### src/rtl/core/rmq_pkg.sv
// Shared types and constants for the rotation matrix to quaternion pipeline.
package rmq_pkg;

    localparam int DW = 16;
    localparam int FB = 14;

    // Diagonal sums of three elements and off-diagonal sums of two.
    localparam int SUM_W = DW + 2;
    localparam int NUM_W = DW + 1;
    // The largest diagonal sum is never negative, so one bit less holds S + 1.0.
    localparam int A_W = SUM_W - 1;
    localparam int XR_SHIFT = FB - 2;

    // Root operand (S + 1.0) * 2^(FB-2), padded to an even width.
    localparam int SQ_IN_W = 30;
    localparam int ROOT_W = SQ_IN_W / 2;
    localparam int REM_W = ROOT_W + 3;
    localparam int DEN_W = ROOT_W + 2;

    // Divider: dividend is |N| * 2^FB + den/2, quotient stays below 2^Q_W.
    localparam int DVD_W = 32;
    localparam int Q_W = 17;
    localparam int DR_W = DEN_W + 1;

    typedef logic signed [DW-1:0] elem_t;

    typedef enum logic [1:0] {
        PICK_W,
        PICK_X,
        PICK_Y,
        PICK_Z
    } pick_t;

    typedef struct packed {
        elem_t r0c0;
        elem_t r0c1;
        elem_t r0c2;
        elem_t r1c0;
        elem_t r1c1;
        elem_t r1c2;
        elem_t r2c0;
        elem_t r2c1;
        elem_t r2c2;
    } mat_t;

    // The three numerators are the non-picked components in w, x, y, z order.
    typedef struct packed {
        pick_t            pick;
        logic [NUM_W-1:0] n0;
        logic [NUM_W-1:0] n1;
        logic [NUM_W-1:0] n2;
    } side_t;

    typedef struct packed {
        side_t              side;
        logic [SQ_IN_W-1:0] xr;
    } root_req_t;

    typedef struct packed {
        pick_t                 pick;
        logic [ROOT_W-1:0]     root;
        logic [DEN_W-1:0]      den;
        logic [2:0]            neg;
        logic [2:0][DVD_W-1:0] dvd;
    } div_req_t;

    typedef struct packed {
        elem_t w;
        elem_t x;
        elem_t y;
        elem_t z;
    } quat_t;

endpackage

### src/rtl/core/rmq_sqrt.sv
// Pipelined integer square root, one root bit per stage, then rounding.
module rmq_sqrt import rmq_pkg::*; (
    input  logic      clk,
    input  logic      rst_n,
    input  logic      adv,
    input  logic      req_valid,
    input  root_req_t req,
    output logic      dreq_valid,
    output div_req_t  dreq
);

    typedef struct packed {
        logic [REM_W-1:0]   rem;
        logic [ROOT_W-1:0]  root;
        logic [SQ_IN_W-1:0] xs;
        side_t              side;
    } sq_stage_t;

    logic      valid_reg [ROOT_W];
    sq_stage_t stage_reg [ROOT_W];

    for (genvar g = 0; g < ROOT_W; g++)
    begin : g_stage
        logic             valid_in;
        sq_stage_t        in_s;
        sq_stage_t        stage_next;
        logic [REM_W-1:0] cur;
        logic [REM_W-1:0] trial;

        if (g == 0)
        begin : g_first
            assign valid_in  = req_valid;
            assign in_s.rem  = '0;
            assign in_s.root = '0;
            assign in_s.xs   = req.xr;
            assign in_s.side = req.side;
        end
        else
        begin : g_rest
            assign valid_in = valid_reg[g-1];
            assign in_s     = stage_reg[g-1];
        end

        // Bring down two operand bits and try (4 * root + 1).
        always_comb
        begin
            cur             = {in_s.rem[REM_W-3:0], in_s.xs[SQ_IN_W-1 -: 2]};
            trial           = REM_W'({in_s.root, 2'b01});
            stage_next.side = in_s.side;
            stage_next.xs   = in_s.xs << 2;
            if (cur >= trial)
            begin
                stage_next.rem  = cur - trial;
                stage_next.root = {in_s.root[ROOT_W-2:0], 1'b1};
            end
            else
            begin
                stage_next.rem  = cur;
                stage_next.root = {in_s.root[ROOT_W-2:0], 1'b0};
            end
        end

        always_ff @(posedge clk or negedge rst_n)
        begin
            if (!rst_n)
            begin
                valid_reg[g] <= 1'b0;
            end
            else if (adv)
            begin
                valid_reg[g] <= valid_in;
            end
        end

        always_ff @(posedge clk)
        begin
            if (adv)
            begin
                stage_reg[g] <= stage_next;
            end
        end
    end

    function automatic logic [DVD_W-1:0] make_dvd(input logic [NUM_W-1:0] n,
                                                  input logic [ROOT_W-1:0] r);
        logic [NUM_W-1:0] mag;
        mag = n[NUM_W-1] ? (~n + NUM_W'(1)) : n;
        return DVD_W'({mag, {FB{1'b0}}}) + DVD_W'({r, 1'b0});
    endfunction

    sq_stage_t         last;
    logic [ROOT_W-1:0] r_fin;
    logic              out_valid_reg;
    div_req_t          out_reg;
    div_req_t          out_next;

    assign last = stage_reg[ROOT_W-1];

    // Round up when the remainder exceeds the floor root.
    always_comb
    begin
        r_fin           = last.root + ROOT_W'(last.rem > REM_W'(last.root));
        out_next.pick   = last.side.pick;
        out_next.root   = r_fin;
        out_next.den    = {r_fin, 2'b00};
        out_next.neg    = {last.side.n2[NUM_W-1], last.side.n1[NUM_W-1],
                           last.side.n0[NUM_W-1]};
        out_next.dvd[0] = make_dvd(last.side.n0, r_fin);
        out_next.dvd[1] = make_dvd(last.side.n1, r_fin);
        out_next.dvd[2] = make_dvd(last.side.n2, r_fin);
    end

    always_ff @(posedge clk or negedge rst_n)
    begin
        if (!rst_n)
        begin
            out_valid_reg <= 1'b0;
        end
        else if (adv)
        begin
            out_valid_reg <= valid_reg[ROOT_W-1];
        end
    end

    always_ff @(posedge clk)
    begin
        if (adv)
        begin
            out_reg <= out_next;
        end
    end

    assign dreq_valid = out_valid_reg;
    assign dreq       = out_reg;

endmodule

### config.mk
export PLATFORM = sky130hd
export DESIGN_NAME = rmq_sqrt
export DESIGN_NICKNAME = d
export VERILOG_FILES = /design/src/rtl/core/rmq_pkg.sv /design/src/rtl/core/rmq_sqrt.sv
export SDC_FILE = /design/constraint.sdc
export NUM_CORES = 1
export LEC_CHECK = 0
export BUFFER_PORTS_ARGS = -buffer_cell sky130_fd_sc_hd__buf_2
export CAP_MARGIN = 5
export CORE_MARGIN = 10
export CORE_UTILIZATION = 49
export DETAILED_ROUTE_END_ITERATION = 8
export MAX_ROUTING_LAYER = met4
export PLACE_DENSITY = 0.63
export SETUP_SLACK_MARGIN = 0.02
export SKIP_CTS_REPAIR_TIMING = 1
export SLEW_MARGIN = 20
export SYNTH_ARGS = -nofsm -noshare
export SYNTH_HDL_FRONTEND = slang
export SYNTH_SLANG_ARGS = --single-unit
### constraint.sdc
create_clock -name clk -period 5.23 [get_ports clk]
set_input_delay 0.523 -clock clk [delete_from_list [all_inputs] [get_ports clk]]
set_output_delay 0.523 -clock clk [all_outputs]
set_load 0.03 [all_outputs]
### Word-level counts from Yosys, hierarchy flattened

Memories as Yosys holds them, arrays and structs flattened.
Cells that the tools add are included.

| cells by class | value |
|---|---|
| add/sub/neg operators | 22 |
| order comparisons | 16 |
| muxes and demuxes | 20 |
| bitwise logic cells | 3 |

Operator list:

| cell | count |
|---|---|
| $mux 33 | 15 |
| $ge 18x17->1 | 14 |
| $sub 18x17->18 | 14 |
| $add 31x16->32 | 3 |
| $add 17x1->17 const B | 3 |
| $mux 17 | 3 |
| $not 17->17 | 3 |
| $gt 18x15->1 | 1 |
| $add 15x1->15 | 1 |
| $sub 2x1->3 const B | 1 |
| $ge 2x1->1 const B | 1 |
| $mux 1 | 2 |

| storage, ports and cells | value |
|---|---|
| bits in registers | 132 |
| RAM bits | 1,710 |
| bits of input ports | 87 |
| output and inout port bits | 134 |
| logic and storage cells | 84 |
| memories | 1 |

Memory list:

| name | words | width | rd ports | clocked after Yosys merged registers in | write ports | RTL line | source |
|---|---|---|---|---|---|---|---|
| stage_reg | 15 | 114 | 15 | 0 | 15 | rmq_sqrt.sv:20 | `sq_stage_t stage_reg [ROOT_W];` |

### Longest topological paths before layout

An unclocked memory read counts as a cell.

| logic depth | value |
|---|---|
| depth after elaboration | 5 |
| depth in mapped cells | 23 |
| gate-level depth less buffers | 22 |

### Worst setup path before layout

No wires, ideal clock.

| path | value |
|---|---|
| path type | reg-to-reg |
| start point | memory stage_reg[1][766] (netlist bit) |
| end point | register out_reg, in the netlist dreq[27], data pin |
| setup time | 265 ps |
| arrival time | 4,357 ps |
| required time | 4,965 ps |
| path slack | 608 ps |
| cell stages (with the launch flop) | 22 |
| buffers on the path | 0 |
| period minus slack after synthesis | 4,622 ps |
| path through | edfxtp_1 -> inv_1 -> ha_1 -> nor2b_1 -> o21a_1 -> o2111ai_1 -> a21oi_1 -> a211oi_1 -> o21ai_0 -> a31o_2 -> ha_1 -> ha_1 -> nand2_1 -> nor3_1 -> xnor2_1 -> inv_1 -> ha_1 -> a21oi_1 -> or4_2 -> nor4_2 -> nand3_1 -> xor2_1 |

RTL lines:

| item | RTL line | source |
|---|---|---|
| from (decl) | rmq_sqrt.sv:20 |  |
| to (signal assigned) | rmq_sqrt.sv:129 | `out_reg <= out_next;` |
| to (decl) | rmq_sqrt.sv:94 | `div_req_t out_reg;` |

==> results.md <==
- Status: complete, no violations
- Routed vias: 26870
- Max Cap Violations: 0
- Metal2 WL: between 30000 and 40000 um
- Max clock buf depth: 3
- Ports: 221
- Max-slew headroom: about 28%
- Yosys cell types: 85
- Reg2reg path depth: 23
- Synthesized area per cell: 16.55 sq um
- Largest net degree at the start of global routing: 159
- First-pass GRT wire length: ~130000 um
- Fmax: 206.6 MHz
- Final worst-path cycle share: about 93%
- CP max stage delay: 0.51 ns
- FF-to-FF Start: stage_reg[1][766]
- Synthesized area: 56000 sq um
- Antenna cells: 0
- Critical Path Slowest Stage Cell: or4b_1
- Starting Density: 49.58%
- Die W: 358.1 um
- Critical Path RT: 5.82 ns
- FILL cells: 8711
- Finish-stage setup viols: 0
- RePlAce Congestion: 0.8446
- Hold worst-path end: stage_reg[0][81]
- Endpoint class of the critical path: register
- DR iter-0 viols: 1565
- Pwr/cell area: 425.1 nW/um^2
- Most frequent cells in the layout: 1425 x edfxtp_1, 214 x buf_2, 195 x inv_1
- Htree depth: 4
- Commonest non-fill, non-tap cell in the layout: edfxtp_1
- Area Growth Syn to Fin: 14.89%
- Met3 WL: 3921 um
- Non-Filler Instances: approximately 5400
- Total die area: 128200 sq um
- Maximum vdd drop: around 270 uV
- Hold Crit Start: req[29]
- Instance count on the critical path: 23
- Flops & latches, synth: 1441
- Crit path max-delay family: simple AND/OR/NAND/NOR gates
- Async SR Flop Fraction: 1.110%
- Syn Inst Count: between 3000 and 4000
- Critical path's most frequent cell: ha_1
- CP Buf/Inv Count: 3
- TritonCTS clock tree: built
- Worst hold path type: in2reg
- Placed insts: 5028
- Syn. warnings: 0
- Max Used Layer: met4
- Post-synthesis sequential area ratio: 77.12%
- Row cnt: between 100 and 150
- Measured slew at the worst slew-check pin: 1.086 ns
- Clock Pin Slew Worst Setup and Hold Paths: around 0.060 ns
- Finished Cell Area: 64350 sq um
- Post-synth EDFFs: 1425
- Largest register FFs: 1351
- I/O Buffers: around 220
- Root Driver: clkbuf_16
- DRT antenna net count: 0
- Fraction of layout cells with a size suffix above 1: 13.94%
- Tot GR Track Use: 12.97%
- Hpwl dp: 53170 um
- WHS Path Cells: 2
- Nets: roughly 4000
- Worst path cell trace: inv_1 > ha_1 > nor2b_1 > o21a_1 > o2111ai_1 > a21oi_1 > a211oi_1 > o21ai_0 > a31o_2 > ha_1 > nand3_1 > nor2_2 > nand4_1 > xnor2_1 > buf_4 > ha_1 > inv_1 > fa_1 > nor3_2 > nand2_1 > or3b_1 > or4b_1 > o21ai_0
- Reg2reg setup slack: 0.39 ns
- Startpoint types: register
- Die height: 358.1 um
- Max-slew violations: 0
- Primary FF master, synth: edfxtp_1
- Post-place instance area: 58710 sq um
- Minimum clock period: 4.841 ns
- Worst-path fanout max: 4
- Leak pwr: around 24 nW
- RR Endpoint: dreq[62]
- GR Overflow Total: 0
- Vias in the first global route: 26080
- Core area: 113000 sq um
- Kind of critical path: reg2reg
- Cts bufs inserted: 148
- DRT Wirelength: 82310 um
- Post-Route Skew: about 0.033 ns
- Worst endpoint data arrival time: 5.43 ns
- Final Hold Fails: 0
- Avg Vias per Cell: 4.993
- Clk_lat worst skew: 0.74 ns
- Clk sink count: roughly 1400
- Drt wl/cell: 15.30 um
- PnR Total Power: around 27 mW
- Initial antenna violation count: 0
- Router iterations before antenna repair: 7
- RSZ-0062 raised after global routing: no
- M1 WL: 36670 um
- DRC violations left: 0
[power by group]
part           switching (mW)  internal (mW)  total, mW
clock network            4.28           5.78       10.1
registers               0.444           13.9       14.4
logic                    1.72           1.19       2.90
[synth_stat cells, types with 33 or more instances]
master       n  share of area (%)
nor2_1     188                1.3
clkbuf_1    42               0.28
nand3_1     52               0.46
inv_1      196                1.3
buf_4       59               0.79
xnor2_1    144                2.3
o21ai_0    114                1.0
xor2_1     107                1.7
edfxtp_1  1425                 76
nor3_1      68               0.61
ha_1       163                3.6
a21oi_1    137                1.2
a21o_1      40               0.54
nor2b_1     33               0.37
nand2_1    144               0.97
o21a_1      37               0.50
mux2_2      41               0.82
[how the worst max path moves through the flow]
stage                                 start  endpoint  slack [ns]
after CTS                 stage_reg[1][766]  dreq[27]       -0.14
after detailed placement  stage_reg[1][766]  dreq[27]       -0.13
after floorplan           stage_reg[1][766]  dreq[27]        0.61
final                     stage_reg[1][766]  dreq[62]        0.39
after global routing      stage_reg[1][766]  dreq[62]        0.04
after global placement    stage_reg[1][766]  dreq[27]       -0.11
[cells by family (layout without fill, tap and decap cells)]
family | Yosys count | count (layout) | synth area share, %
adders and majority gates | 166 | 166 | 3.749
other | 1 | 9 | 0.006696
xor gates and xnor gates | 251 | 251 | 3.925
muxes | 46 | 46 | 0.9137
buffers and inverters | 306 | 794 | 2.471
AOI/OAI and AO/OA | 470 | 470 | 5.337
and+or+nand+nor | 704 | 704 | 6.477
DFF | 1441 | 1441 | 77.12
[stage by stage]
stage	worst slack [ns]	hold WS, ns	util, %	TNS (ns)
2_1_floorplan	0.6079	0.2274	-	0
3_3_place_gp	-0.1101	0.4004	51.98	-0.1632
3_5_place_dp	-0.1289	0.4045	51.98	-0.2068
4_1_cts	-0.1423	-0.3660	56.20	-0.2331
5_1_grt	0.03538	0.05401	56.96	0
6_report	0.3894	0.07405	56.96	0
[final cells by class]
class                      count  area (sq um)  share of cell area, %
inverter                     197         739.5                  1.149
multi-input combinational   1646         11490                  17.86
clock buffer                 184          3860                  5.999
sequential                  1441         43190                  67.12
clock inverter                86         910.9                  1.416
timing repair buffer         327          2277                  3.539
tap                         1500          1877                  2.917
[per-layer routing]
metal	vias up	track usage (%)
li1	13470	-
met1	12750	16.35
met2	492	20.68
met3	154	2.757
met4	0	4.801
met5	-	-
No activity file was read; power rests on OpenSTA's default activity.
