## config.mk

```make
export PLATFORM = sky130hd
export DESIGN_NAME = rmq_diag
export DESIGN_NICKNAME = d
export VERILOG_FILES = /design/src/rtl/core/rmq_pkg.sv /design/src/rtl/core/rmq_diag.sv
export SDC_FILE = /design/constraint.sdc
export NUM_CORES = 1
export LEC_CHECK = 0
export BUFFER_PORTS_ARGS = -buffer_cell sky130_fd_sc_hd__buf_2
export CAP_MARGIN = 20
export CORE_AREA = 5 5 175 211
export DETAILED_ROUTE_END_ITERATION = 8
export DIE_AREA = 0 0 180 216
export MAX_ROUTING_LAYER = met4
export PLACE_DENSITY_LB_ADDON = 0.1
export SYNTH_ARGS = -nofsm -noshare
export SYNTH_HDL_FRONTEND = slang
export SYNTH_SLANG_ARGS = --single-unit
```

## constraint.sdc

```tcl
create_clock -name clk -period 8.4 [get_ports clk]
set_input_delay 0.42 -clock clk [delete_from_list [all_inputs] [get_ports clk]]
set_output_delay 0.42 -clock clk [all_outputs]
set_load 0.02 [all_outputs]
```

## src/rtl/core/rmq_pkg.sv

```systemverilog
// Shared types and constants for the rotation matrix to quaternion pipeline.
package rmq_pkg;

    localparam int DW = 16;
    localparam int FB = 14;

    // Diagonal sums of three elements and off-diagonal sums of two.
    localparam int SUM_W = DW + 2;
    localparam int NUM_W = DW + 1;
    // The largest diagonal sum is never negative, so one bit less holds S + 1.0.
    localparam int A_W = SUM_W - 1;
    localparam int XR_SHIFT = FB - 2;

    // Root operand (S + 1.0) * 2^(FB-2), padded to an even width.
    localparam int SQ_IN_W = 30;
    localparam int ROOT_W = SQ_IN_W / 2;
    localparam int REM_W = ROOT_W + 3;
    localparam int DEN_W = ROOT_W + 2;

    // Divider: dividend is |N| * 2^FB + den/2, quotient stays below 2^Q_W.
    localparam int DVD_W = 32;
    localparam int Q_W = 17;
    localparam int DR_W = DEN_W + 1;

    typedef logic signed [DW-1:0] elem_t;

    typedef enum logic [1:0] {
        PICK_W,
        PICK_X,
        PICK_Y,
        PICK_Z
    } pick_t;

    typedef struct packed {
        elem_t r0c0;
        elem_t r0c1;
        elem_t r0c2;
        elem_t r1c0;
        elem_t r1c1;
        elem_t r1c2;
        elem_t r2c0;
        elem_t r2c1;
        elem_t r2c2;
    } mat_t;

    // The three numerators are the non-picked components in w, x, y, z order.
    typedef struct packed {
        pick_t            pick;
        logic [NUM_W-1:0] n0;
        logic [NUM_W-1:0] n1;
        logic [NUM_W-1:0] n2;
    } side_t;

    typedef struct packed {
        side_t              side;
        logic [SQ_IN_W-1:0] xr;
    } root_req_t;

    typedef struct packed {
        pick_t                 pick;
        logic [ROOT_W-1:0]     root;
        logic [DEN_W-1:0]      den;
        logic [2:0]            neg;
        logic [2:0][DVD_W-1:0] dvd;
    } div_req_t;

    typedef struct packed {
        elem_t w;
        elem_t x;
        elem_t y;
        elem_t z;
    } quat_t;

endpackage

```

## src/rtl/core/rmq_diag.sv

```systemverilog
// Diagonal sums, largest-sum pick and numerator selection (two stages).
module rmq_diag import rmq_pkg::*; (
    input  logic      clk,
    input  logic      rst_n,
    input  logic      adv,
    input  logic      in_valid,
    input  mat_t      m,
    output logic      req_valid,
    output root_req_t req
);

    typedef struct packed {
        logic signed [SUM_W-1:0] s0;
        logic signed [SUM_W-1:0] s1;
        logic signed [SUM_W-1:0] s2;
        logic signed [SUM_W-1:0] s3;
        logic signed [NUM_W-1:0] d12;
        logic signed [NUM_W-1:0] s12;
        logic signed [NUM_W-1:0] d20;
        logic signed [NUM_W-1:0] s20;
        logic signed [NUM_W-1:0] d01;
        logic signed [NUM_W-1:0] s01;
    } sums_t;

    logic      a_valid_reg;
    sums_t     a_reg;
    sums_t     a_next;
    logic      b_valid_reg;
    root_req_t b_reg;
    root_req_t b_next;

    logic signed [SUM_W-1:0] best;
    pick_t                   pk;
    logic [A_W-1:0]          a_sum;

    always_comb
    begin
        a_next.s0  = SUM_W'(m.r0c0) + SUM_W'(m.r1c1) + SUM_W'(m.r2c2);
        a_next.s1  = SUM_W'(m.r0c0) - SUM_W'(m.r1c1) - SUM_W'(m.r2c2);
        a_next.s2  = SUM_W'(m.r1c1) - SUM_W'(m.r0c0) - SUM_W'(m.r2c2);
        a_next.s3  = SUM_W'(m.r2c2) - SUM_W'(m.r0c0) - SUM_W'(m.r1c1);
        a_next.d12 = NUM_W'(m.r1c2) - NUM_W'(m.r2c1);
        a_next.s12 = NUM_W'(m.r1c2) + NUM_W'(m.r2c1);
        a_next.d20 = NUM_W'(m.r2c0) - NUM_W'(m.r0c2);
        a_next.s20 = NUM_W'(m.r2c0) + NUM_W'(m.r0c2);
        a_next.d01 = NUM_W'(m.r0c1) - NUM_W'(m.r1c0);
        a_next.s01 = NUM_W'(m.r0c1) + NUM_W'(m.r1c0);
    end

    // Strict compares so that a tie stays with the earlier component.
    always_comb
    begin
        best = a_reg.s0;
        pk   = PICK_W;
        if (a_reg.s1 > best)
        begin
            best = a_reg.s1;
            pk   = PICK_X;
        end
        if (a_reg.s2 > best)
        begin
            best = a_reg.s2;
            pk   = PICK_Y;
        end
        if (a_reg.s3 > best)
        begin
            best = a_reg.s3;
            pk   = PICK_Z;
        end
        a_sum            = A_W'(best) + A_W'(1 << FB);
        b_next.xr        = SQ_IN_W'(a_sum) << XR_SHIFT;
        b_next.side.pick = pk;
        unique case (pk)
            PICK_W:
            begin
                b_next.side.n0 = a_reg.d12;
                b_next.side.n1 = a_reg.d20;
                b_next.side.n2 = a_reg.d01;
            end
            PICK_X:
            begin
                b_next.side.n0 = a_reg.d12;
                b_next.side.n1 = a_reg.s01;
                b_next.side.n2 = a_reg.s20;
            end
            PICK_Y:
            begin
                b_next.side.n0 = a_reg.d20;
                b_next.side.n1 = a_reg.s01;
                b_next.side.n2 = a_reg.s12;
            end
            default:
            begin
                b_next.side.n0 = a_reg.d01;
                b_next.side.n1 = a_reg.s20;
                b_next.side.n2 = a_reg.s12;
            end
        endcase
    end

    always_ff @(posedge clk or negedge rst_n)
    begin
        if (!rst_n)
        begin
            a_valid_reg <= 1'b0;
            b_valid_reg <= 1'b0;
        end
        else if (adv)
        begin
            a_valid_reg <= in_valid;
            b_valid_reg <= a_valid_reg;
        end
    end

    always_ff @(posedge clk)
    begin
        if (adv)
        begin
            a_reg <= a_next;
            b_reg <= b_next;
        end
    end

    assign req_valid = b_valid_reg;
    assign req       = b_reg;

endmodule

```

## Yosys cells after proc, flatten, opt, wreduce, memory -nomap -nowiden

Index checks and enable logic that the tools add are counted.

- Register bits after elaboration: 246
- Input port bits: 148
- Output and inout port bits: 84
- Logic and storage cells: 45

- Add/subtract/negate cells: 15
- $lt $le $gt $ge: 3
- Eq/ne operators: 2
- Mux-type cells: 7
- Reductions and logical operators: 1

Operator list:

| operator | number |
|---|---|
| 51-bit one-hot mux with 3 select lines | 1 |
| 16-bit by 16-bit subtractor with 17-bit output | 6 |
| 16-bit by 16-bit adder with 17-bit output | 4 |
| 18-bit > comparator | 3 |
| 17-bit by 16-bit subtractor with 18-bit output | 3 |
| 18-bit two-way mux | 2 |
| 17-bit by 16-bit adder with 18-bit output | 1 |
| 17-bit by 16-bit adder with 17-bit output, second input constant | 1 |
| 17-bit two-way mux | 1 |
| 2-bit two-way mux | 2 |
| 2-bit by 1-bit equality test with 1-bit output, second input constant | 1 |
| 2-bit equality test, second input constant | 1 |
| 2-bit zero test | 1 |
| 1-bit two-way mux | 1 |

## Logic depth before layout (Yosys ltp)

Gate-level depths: netlist of the first run.

- Depth in word-level cells: 8
- Gate-level depth with buffers: 40
- Depth with buffers taken out: 33

## Worst setup path before layout of the first run

Ideal clock, no wire load.

- Path type: reg2reg
- Start point: register a_reg[155] (netlist bit)
- End point: register b_reg, in the netlist req[28], data pin
- Setup time: 269 ps
- Data arrival time: 7081 ps
- Data required time: 8131 ps
- Slack: 1050 ps
- Cell stages (with the launch flop): 37
- Path buffers: 8
- Clock period less this slack: 7350 ps
- Cells stage by stage: edfxtp_1 > ha_1 > nand4_2 > or2_0 > o221a_1 > a31oi_4 > and2_1 > buf_6 > clkbuf_1 > buf_1 > a21oi_1 > ha_1 > nand4_1 > nor2_1 > and3_1 > a31oi_1 > or2_2 > buf_2 > nand3_4 > clkbuf_2 > o21ai_1 > ha_1 > a21o_1 > a21oi_1 > o221ai_1 > a21oi_1 > o21ai_0 > a221o_1 > a221oi_1 > a21oi_1 > clkbuf_1 > clkbuf_1 > clkbuf_1 > nand2_1 > o21ai_1 > ha_1 > xor2_1

- Longest elaborated chain between the ends: 7

RTL lines:

| item | line | source |
|---|---|---|
| from (decl) | rmq_diag.sv:26 | `sums_t a_reg;` |
| from (signal assigned) | rmq_diag.sv:119 | `a_reg <= a_next;` |
| 18-bit > comparator | rmq_diag.sv:55 | `if (a_reg.s1 > best)` |
| 18-bit two-way mux * | rmq_diag.sv:55 |  |
| 18-bit > comparator | rmq_diag.sv:60 | `if (a_reg.s2 > best)` |
| 18-bit two-way mux * | rmq_diag.sv:60 |  |
| 18-bit > comparator | rmq_diag.sv:65 | `if (a_reg.s3 > best)` |
| 17-bit two-way mux * | rmq_diag.sv:65 |  |
| 17-bit by 16-bit adder with 17-bit output * | rmq_diag.sv:70 | `a_sum = A_W'(best) + A_W'(1 << FB);` |
| net a_sum[16] | rmq_diag.sv:34 | `logic [A_W-1:0] a_sum;` |
| to (signal assigned) | rmq_diag.sv:120 | `b_reg <= b_next;` |
| to (decl) | rmq_diag.sv:29 | `root_req_t b_reg;` |

Mark *: on every way through the listed nets, which the timed path passes. The rest lies on a longest branch.
A chain may end at the register's enable or synchronous reset.

==> results.cfg, run 1 <==
[worst_setup_path]
cp_max_fo = 35
worst_setup_path_type = reg -> reg
critical_path.n_buffers_inverters = 1
critical_path.startpoint_type = flip-flop
arrival_ns = 8.00
critPathTopFamily = compound AO/OA/AOI/OAI gates
cp_slowest_cell = a221oi_1
cp-end-kind = flip-flop
crit_path_max_cell_delay_ns = 0.50
path_common_cell = a21oi_1
r2r_cell_count = 31
critical_path_cell_count = 31
cp.required_ns = 8.66

[pwr]
max-vdd-ir-drop_mv = 0.1978
leakagePower_uw = 0.009344
total_power_density_per_cell_area_nw_per_um2 = 326.5

[min_path]
min_path_type = in -> reg
worstHoldPathCells = 2

[timing]
timing.final.max_slew_violations = 0
final.setup_skew_ns = 0.01899
slew_at_the_pin_with_the_worst_max_slew_slack_ns = 1.155
post-route-period-util_pct = 92.20
finalHoldViolations = 0
setup_tns_ns = 0
timing.fmax_mhz = 129.1
final-setup-viol-count = 0
slew-limit-headroom_pct = 21.04
grt_setup_unrepaired = false
fin_crit_ns = 7.745

[placed_design]
port_buffers = 218
post-place-cells = 2466
placedInstanceArea_sq_um = 20220
place.detailed.hpwl_microns = 35880
final_replace_weighted_congestion = 0.9082

[logic_synthesis]
avgSynthCellArea_sq_um = 10.26
post_synth_xor_area_fraction_pct = 4.911
synth.mux.area_fraction_pct = 3.161
ys_types = 71
synth_ff_type = edfxtp_1
post_synthesis_sequential_area_ratio_pct = 38.92
netlist_area_sq_um = 18720
postSynthCellCount = 1825
largest_family_of_logic_cells_by_synthesized_area = adder cells
synth_enable_flop_cells = 241
synth_compound_area_share_pct = 13.77
ys_seq_elements = 243
yosysWarnings = 0
synth_fa_ha_area_share_pct = 22.15
async_reset_ff_share_pct = 0.8230
basic_gate_share_of_the_synthesized_area_counting_and_or_nand_and_nor_cells_pct = 10.37

[global_routing]
grt_max_degree = 91
globalRouteOverflowTotal = 0
grt_pass1_vias = 13790
initial_antenna_violation_count = 0
grt_first_pass_wirelength_microns = 69590
track_usage_pct = 22.77

[final_layout]
multiInputGateArea_sq_um = 10250
num-fill-cells = 2874
seqCellArea_sq_um = 7287
antennaDiodeCount = 0
area_growth_pct = 12.32
final_layout_size_suffix_gt1_share_pct = 14.15
number_of_flip_flops_under_the_largest_register_name = 171
finalNetCount = 2468
finish.instance_area_sq_um = 21030
final_cells = 2512

[cts]
cts.clk_slew.worst_paths_ns = 0.06
cts.htree.levels = 1
cts.repair_timing.setup_buffer_count = 0
clock_path_buffers = 3
clk-insertion-delay-late_ns = 0.53
clock_root_cell = clkbuf_16
clock-sinks = 243
cts_inserted_buffers = 25
tritoncts = yes

[drt]
drtIter0Drc = 715
routed_wire_length_per_instance_microns = 17.60
postRouteWirelength_microns = 44210
drtAntennaViolNets = 0
drt_drc_violations_left = 0
firstDrtPassIters = 5
via_per_inst = 5.426
num_vias = 13630

[run_status]
outcome = complete, no violations

[floorplan]
boundaryPins = 232
core_area_sq_um = 34630
die-area_sq_um = 38880
die_height_microns = 216
die_w_microns = 180
fp-row-count = 75
starting_density_of_the_core_pct = 54.07

[flow_run]
cap_violations = 0
[cell usage after synthesis (4+ instances only)]
master,count,area [sq um]
nor4b_1,6,52.55
edfxtp_1,241,7237
o22ai_1,10,62.56
a21o_1,28,210.2
nor3_1,28,140.1
and4_1,4,35.03
a2111oi_0,10,87.58
or2_2,6,37.54
xor2_1,19,166.4
a21oi_1,128,640.6
nand2_1,96,360.4
a31oi_1,13,81.33
ha_1,217,2715
clkbuf_1,34,127.6
o211ai_1,5,37.54
nor2_1,125,469.2
buf_2,5,25.02
or4_1,5,37.54
inv_1,249,934.7
o2111ai_1,4,35.03
a221oi_1,4,35.03
or3_1,14,87.58
o21ai_1,30,150.1
fa_1,71,1421
nor4_1,10,62.56
nor2b_1,24,150.1
mux2_2,5,56.30
mux2i_1,52,520.5
o41ai_1,8,70.07
and2_1,10,62.56
o21ai_0,120,600.6
nand4_1,13,81.33
nand3_1,16,80.08
xnor2_1,86,753.2
and3_1,15,93.84
a21boi_0,16,120.1
o21bai_1,16,120.1
nand3b_1,4,30.03
nand2b_1,14,87.58
buf_4,15,112.6
[where the power goes]
| part | internal (uW) | switching (uW) |
|---|---|---|
| Combinational | 1340 | 2250 |
| Sequential | 1960 | 203 |
| Clock | 636 | 477 |
[timing repair]
item	4_1_cts	5_1_grt
resized for setup	0	0
hold buffers	1	0
hold endpoints to repair	2	0
[stage by stage]
step                utilization, %  worst slack [ns]  power [uW]  hold slack (ns)
floorplan                        -             1.050        4710           0.1244
global placement             58.38            0.8474        5698           0.2055
detailed placement           58.38            0.6936        5789           0.2074
CTS                          60.74            0.6229        6920           0.1041
global route                 60.74           0.01310        7393           0.1211
finish                       60.74            0.6550        6868           0.1344
[layer usage]
layer | vias up | wire length, microns | track usage [%] | part of all wire (%)
met5 | - | 0 | - | 0
met4 | 0 | 1287 | 6.936 | 2.9
met3 | 68 | 1671 | 1.970 | 3.8
met2 | 331 | 23330 | 41.84 | 53
met1 | 6460 | 17920 | 26.53 | 41
li1 | 6770 | - | - | -
[kinds of logic after synthesis]
group | after synthesis
buf+inv | 309
flops | 243
mux | 58
fa+ha+maj | 289
simple gates | 397
other cells | 1
xor+xnor | 105
compound gates | 423
[worst paths after layout]
check,end,slack [ns],start
worst max-delay path,req[43],0.66,a_reg[155]
worst min-delay path,a_valid_reg,0.13,in_valid
worst max register to register,req[43],0.66,a_reg[155]
worst min register to register,req_valid,0.51,a_valid_reg
max in group asynchronous,a_valid_reg,8.08,rst_n
min in group asynchronous,req_valid,0.22,rst_n
[area by class of cell]
class	count	area share, %
clock inverters	19	0.8329
flip-flops and latches	243	34.65
multi-input cells	1285	48.73
well taps	462	2.749
inverters	249	4.444
repair buffers	228	5.604
clock buffers	26	2.992
[layout by cell type (no fill, tap or decap), types with 5 or more instances in the layout]
cell / n
a2111oi_0: 10
a21boi_0: 16
a21o_1: 28
a21oi_1: 127
a31oi_1: 13
and2_1: 9
and3_1: 15
buf_2: 217
buf_4: 9
clkbuf_16: 25
clkinv_1: 7
conb_1: 13
edfxtp_1: 241
fa_1: 71
ha_1: 217
inv_1: 249
mux2_2: 5
mux2i_1: 52
nand2_1: 96
nand2b_1: 14
nand3_1: 16
nand4_1: 13
nor2_1: 125
nor2b_1: 24
nor3_1: 28
nor4_1: 10
nor4b_1: 6
o211ai_1: 5
o21ai_0: 120
o21ai_1: 30
o21bai_1: 16
o22ai_1: 10
o41ai_1: 8
or2_2: 6
or3_1: 14
or4_1: 5
xnor2_1: 86
xor2_1: 19
No activity file was read; power rests on OpenSTA's default activity.
==> run 2, diff against run 1 <==
--- a/config.mk
+++ b/config.mk
@@ -7,9 +7,9 @@
 export LEC_CHECK = 0
 export BUFFER_PORTS_ARGS = -buffer_cell sky130_fd_sc_hd__buf_2
 export CAP_MARGIN = 20
-export CORE_AREA = 5 5 175 211
+export CORE_AREA = 5 5 256 308
 export DETAILED_ROUTE_END_ITERATION = 8
-export DIE_AREA = 0 0 180 216
+export DIE_AREA = 0 0 261 313
 export MAX_ROUTING_LAYER = met4
 export PLACE_DENSITY_LB_ADDON = 0.1
 export SYNTH_ARGS = -nofsm -noshare
==> results.cfg, run 2 (synthesized netlist as in run 1, its figures left out) <==
[final_layout]
num-fill-cells = 7949
finish.utilization_pct = 29.20
final_cells = 3091
number_of_flip_flops_under_the_largest_register_name = 171
final_common_cell = inv_1
finalNetCount = 2487
layout_common_cells = inv_1 (249), edfxtp_1 (241), ha_1 (217), buf_2 (217), a21oi_1 (127)
final_layout_size_suffix_gt1_share_pct = 15.16
area_growth_pct = 18.06

[floorplan]
die-area_sq_um = 81690
die_height_microns = 313
starting_density_of_the_core_pct = 24.74
core_area_sq_um = 75690
fp-row-count = 111
boundaryPins = 232
die_w_microns = 261

[worst_setup_path]
worst_setup_path_type = reg -> reg
cp_max_fo = 21
critical_path.startpoint_type = flip-flop
cp_slowest_cell = o211a_1
cp.required_ns = 8.70
arrival_ns = 7.85
cp-end-kind = flip-flop
crit_path_max_cell_delay_ns = 0.41

[timing]
slew-limit-headroom_pct = 34.37
timing.final.max_slew_violations = 0
timing.fmax_mhz = 132.4
setup_tns_ns = 0
finalHoldViolations = 0
grt_setup_unrepaired = false
worst_hold_margin_ns = 0.1286
post-route-period-util_pct = 89.94
fin_crit_ns = 7.555
final.setup_skew_ns = 0.02280
final-setup-viol-count = 0
slew_at_the_pin_with_the_worst_max_slew_slack_ns = 0.9844
fin_ws_ns = 0.8450

[placed_design]
port_buffers = 218
final_replace_weighted_congestion = 0.8126
place.detailed.hpwl_microns = 45370
post-place-cells = 3029
place_ws_ns = 0.4816

[global_routing]
grt_first_pass_wirelength_microns = 84470
globalRouteOverflowTotal = 0
grt_max_degree = 110
grt_pass1_vias = 14230
initial_antenna_violation_count = 4
track_usage_pct = 13.84

[cts]
tritoncts = yes
cts_inserted_buffers = 34
cts.htree.levels = 2
clk-insertion-delay-late_ns = 0.54
cts.clk_slew.worst_paths_ns = 0.06
clock-sinks = 243
clock_root_cell = clkbuf_16
clock_path_buffers = 3

[drt]
drtIter0Drc = 459
routed_wire_length_per_instance_microns = 18.14
drtAntennaViolNets = 0
drt_drc_violations_left = 0
firstDrtPassIters = 4
postRouteWirelength_microns = 56080
via_per_inst = 4.382
num_vias = 13550

[pwr]
power.share.switching_pct = 43.03
p_clk_share_pct = 18.4
comb_power_share_pct = 52.6
total_power_density_per_cell_area_nw_per_um2 = 340.2
power.internal_uw = 4284
leakagePower_uw = 0.009536
max-vdd-ir-drop_mv = 0.2260
switching_power_uw = 3236
share_seq_of_total_power_pct = 29.0

[run_status]
outcome = complete, no violations

[flow_run]
cap_violations = 0

[min_path]
min_path_type = in -> reg
==> run 2: changes by cell type in the layout (fill, tap and decap cells not counted), moves of 2 or more <==
cell	change
buf_12	+3
buf_4	+7
bufinv_16	-2
clkbuf_1	+4
clkbuf_16	+10
clkbuf_8	+2
clkinv_1	-5
clkinv_8	+2
clkinvlp_4	-2
diode_2	+3
==> run 2: repair_timing <==
action,CTS,global route
hold buffers,1,0
endpoints found under the setup margin,0,49
endpoints found under the hold margin,2,0
setup buffers,0,1
resized for setup,0,1
==> run 2: area by class of cell <==
class | count | area [sq um] | area share, %
diodes | 3 | 7.507 | 0.03396
clock buffers | 42 | 922.1 | 4.172
clock inverters | 14 | 127.6 | 0.5773
inverters | 249 | 934.6 | 4.228
multi-input cells | 1285 | 10260 | 46.43
flip-flops and latches | 243 | 7287 | 32.97
well taps | 1017 | 1272 | 5.756
repair buffers | 238 | 1291 | 5.841
==> run 2: metrics by stage <==
| stage | cell area, sq um | power, uW |
|---|---|---|
| after floorplan | 18770 | 4710 |
| after global placement | 21020 | 6223 |
| after detailed placement | 21020 | 6223 |
| after CTS | 22080 | 7688 |
| after global routing | 22100 | 8162 |
| final | 22110 | 7520 |
==> run 2: worst paths after layout <==
| path | from | end | slack, ns | cells past startpoint |
|---|---|---|---|---|
| min reg2reg | a_valid_reg | a_valid_reg | 0.50 | 1 |
| max | a_reg[155] | req[47] | 0.85 | 32 |
| max in group asynchronous | rst_n | a_valid_reg | 8.10 | 2 |
| min in group asynchronous | rst_n | req_valid | 0.21 | 2 |
| max reg2reg | a_reg[155] | req[47] | 0.85 | 32 |
| min | in_valid | a_valid_reg | 0.13 | 2 |
==> run 2: metal layers <==
metal	global-route usage [%]	up-vias	share of wire, %
met3	1.869	62	3.6
li1	-	6816	-
met2	25.12	248	53
met4	2.736	0	1.6
met5	-	-	0
met1	16.43	6419	42
==> run 2: power groups by stage <==
| stage | Combinational, uW | Sequential, uW | Clock, uW |
|---|---|---|---|
| final | 3960 | 2180 | 1380 |
| after global routing | 4460 | 2220 | 1490 |
| after CTS | 4040 | 2200 | 1440 |
| after floorplan | 2390 | 2320 | 0 |
| after detailed placement | 4010 | 2210 | 0 |
| after global placement | 4000 | 2230 | 0 |
==> run 2: critical path: cells and delay by family (launching register included) <==
family          cells  cell delay (ns)
compound gates     18             4.00
fa+ha+maj           3             0.96
buf+inv             4             0.73
flops               1             0.40
mux                 1             0.35
simple gates        6             0.89
==> run 3, diff against run 2 <==
--- a/config.mk
+++ b/config.mk
@@ -10,6 +10,7 @@
 export CORE_AREA = 5 5 256 308
 export DETAILED_ROUTE_END_ITERATION = 8
 export DIE_AREA = 0 0 261 313
+export HOLD_SLACK_MARGIN = 0.02
 export MAX_ROUTING_LAYER = met4
 export PLACE_DENSITY_LB_ADDON = 0.1
 export SYNTH_ARGS = -nofsm -noshare
==> constraint.sdc (replaced) <==
create_clock -name clk -period 8.65 [get_ports clk]
set_input_delay 0.4325 -clock clk [delete_from_list [all_inputs] [get_ports clk]]
set_output_delay 0.4325 -clock clk [all_outputs]
set_load 0.02 [all_outputs]
==> results.cfg, run 3 (synthesized netlist as in run 1, its figures left out) <==
[run_status]
outcome = complete, no violations

[drt]
firstDrtPassIters = 5
drt_drc_violations_left = 0
drtIter0Drc = 654
routed_wire_length_per_instance_microns = 18.12
postRouteWirelength_microns = 55840
num_vias = 13580
via_per_inst = 4.407
drtAntennaViolNets = 0

[placed_design]
port_buffers = 218
place.detailed.hpwl_microns = 44910
final_replace_weighted_congestion = 0.8147
placedInstanceArea_sq_um = 20920

[worst_setup_path]
cp_slowest_cell = a221oi_1
path_common_cell = a21oi_1
regToRegSetupSlack_ns = 0.52
cp.required_ns = 8.95
worst_setup_path_type = reg -> reg
crit_path_max_cell_delay_ns = 0.53
arrival_ns = 8.43
critical_path.startpoint_type = flip-flop
cp_max_fo = 35
cp-end-kind = flip-flop

[timing]
slew-limit-headroom_pct = 35.81
finalHoldViolations = 0
timing.final.max_slew_violations = 0
timing.fmax_mhz = 123.0
slew_at_the_pin_with_the_worst_max_slew_slack_ns = 0.9385
post-route-period-util_pct = 93.98
setup_tns_ns = 0
final.setup_skew_ns = 0.01300
fin_crit_ns = 8.129
final-setup-viol-count = 0
grt_setup_unrepaired = false

[cts]
clk-insertion-delay-late_ns = 0.57
clock-sinks = 243
cts.clk_slew.worst_paths_ns = 0.06
clock_root_cell = clkbuf_16
tritoncts = yes
clock_path_buffers = 3
cts.htree.levels = 1
cts_inserted_buffers = 30

[global_routing]
initial_antenna_violation_count = 6
grt_max_degree = 153
track_usage_pct = 13.64
globalRouteOverflowTotal = 0
grt_pass1_vias = 14200
grt_first_pass_wirelength_microns = 83640

[pwr]
total_power_density_per_cell_area_nw_per_um2 = 325.3
max-vdd-ir-drop_mv = 0.2178
leakagePower_uw = 0.009445

[floorplan]
starting_density_of_the_core_pct = 24.74
fp-row-count = 111
boundaryPins = 232
die_w_microns = 261
die-area_sq_um = 81690
core_area_sq_um = 75690
die_height_microns = 313

[min_path]
min_path_type = in -> reg

[flow_run]
cap_violations = 0

[final_layout]
number_of_flip_flops_under_the_largest_register_name = 171
area_growth_pct = 17.49
multiInputGateArea_sq_um = 10270
final_common_cell = inv_1
layout_common_cells = inv_1 (249), edfxtp_1 (241), ha_1 (217), buf_2 (217), a21oi_1 (127)
num-fill-cells = 7856
final_layout_size_suffix_gt1_share_pct = 14.56
finish.utilization_pct = 29.07
finalNetCount = 2472
seqCellArea_sq_um = 7287
finish.instance_area_sq_um = 22000
run 3: cell types whose count changed in the layout (fill, tap and decap cells not counted), moves of 2 or more:
| cell | previous run | this run |
|---|---|---|
| clkbuf_16 | 35 | 31 |
| buf_12 | 3 | 1 |
| clkinvlp_4 | 2 | 5 |
| clkbuf_8 | 2 | 0 |
| clkinv_8 | 2 | 0 |
| clkinv_2 | 5 | 2 |
| bufinv_16 | 1 | 5 |
| clkinv_1 | 2 | 7 |
| diode_2 | 3 | 5 |
| buf_4 | 16 | 6 |
run 3: layout make-up:
type | instances | share of cell area, %
Antenna cell | 5 | 0.05687
Inverter | 249 | 4.248
Clock buffer | 35 | 3.594
Multi-Input combinational cell | 1285 | 46.70
Clock inverter | 21 | 1.098
Sequential cell | 243 | 33.12
Tap cell | 1017 | 5.784
Timing Repair Buffer | 227 | 5.397
run 3: what timing repair did:
action                     CTS  global route
hold endpoints to repair     2             0
hold buffers                 1             0
resized for setup            0             4
setup endpoints to repair    0            59
setup buffers                0             0
run 3: per-layer routing:
layer	part of all wire, %	vias to the layer above	GRT usage, %	wire length (microns)
met2	52	257	24.92	29180
met5	0	-	-	0
met3	4.0	63	1.442	2236
li1	-	6780	-	-
met4	1.7	0	2.616	971
met1	42	6481	16.36	23460
run 3: per-stage QoR:
step	total power, uW	hold WS (ns)	std cells	worst slack (ns)
global route	7718	0.06918	3077	0.006584
global placement	5885	0.2173	3020	0.4532
finish	7157	0.09440	3082	0.5209
CTS	7303	0.04470	3077	0.1762
floorplan	4574	0.1369	1837	1.300
detailed placement	5899	0.2177	3020	0.2330
run 3: final timing paths:
path	startpoint	to	depth (start not counted)
worst max-delay path	a_reg[155]	req[46]	31
worst min-delay path	in_valid	a_valid_reg	2
worst max register to register	a_reg[155]	req[46]	31
worst min register to register	req_valid	req_valid	1
max in group asynchronous	rst_n	a_valid_reg	2
min in group asynchronous	rst_n	req_valid	2
run 3: worst max-delay path: cells and delay by family (launching register included):
kind | cells | cell delay [ns]
flip-flops | 1 | 0.40
adder cells (fa/ha/maj) | 3 | 0.99
AND/OR/NAND/NOR | 7 | 1.35
buffers and inverters | 1 | 0.37
AO/OA/AOI/OAI | 19 | 4.49
multiplexers | 1 | 0.21
run 3: where the power goes:
| part | leakage (uW) | switching (uW) | internal, uW | total, uW |
|---|---|---|---|---|
| logic | 0.00657 | 2380 | 1320 | 3700 |
| registers | 0.00239 | 212 | 1910 | 2120 |
| clock network | 0.000486 | 538 | 801 | 1340 |
| total | 0.00945 | 3130 | 4030 | 7160 |
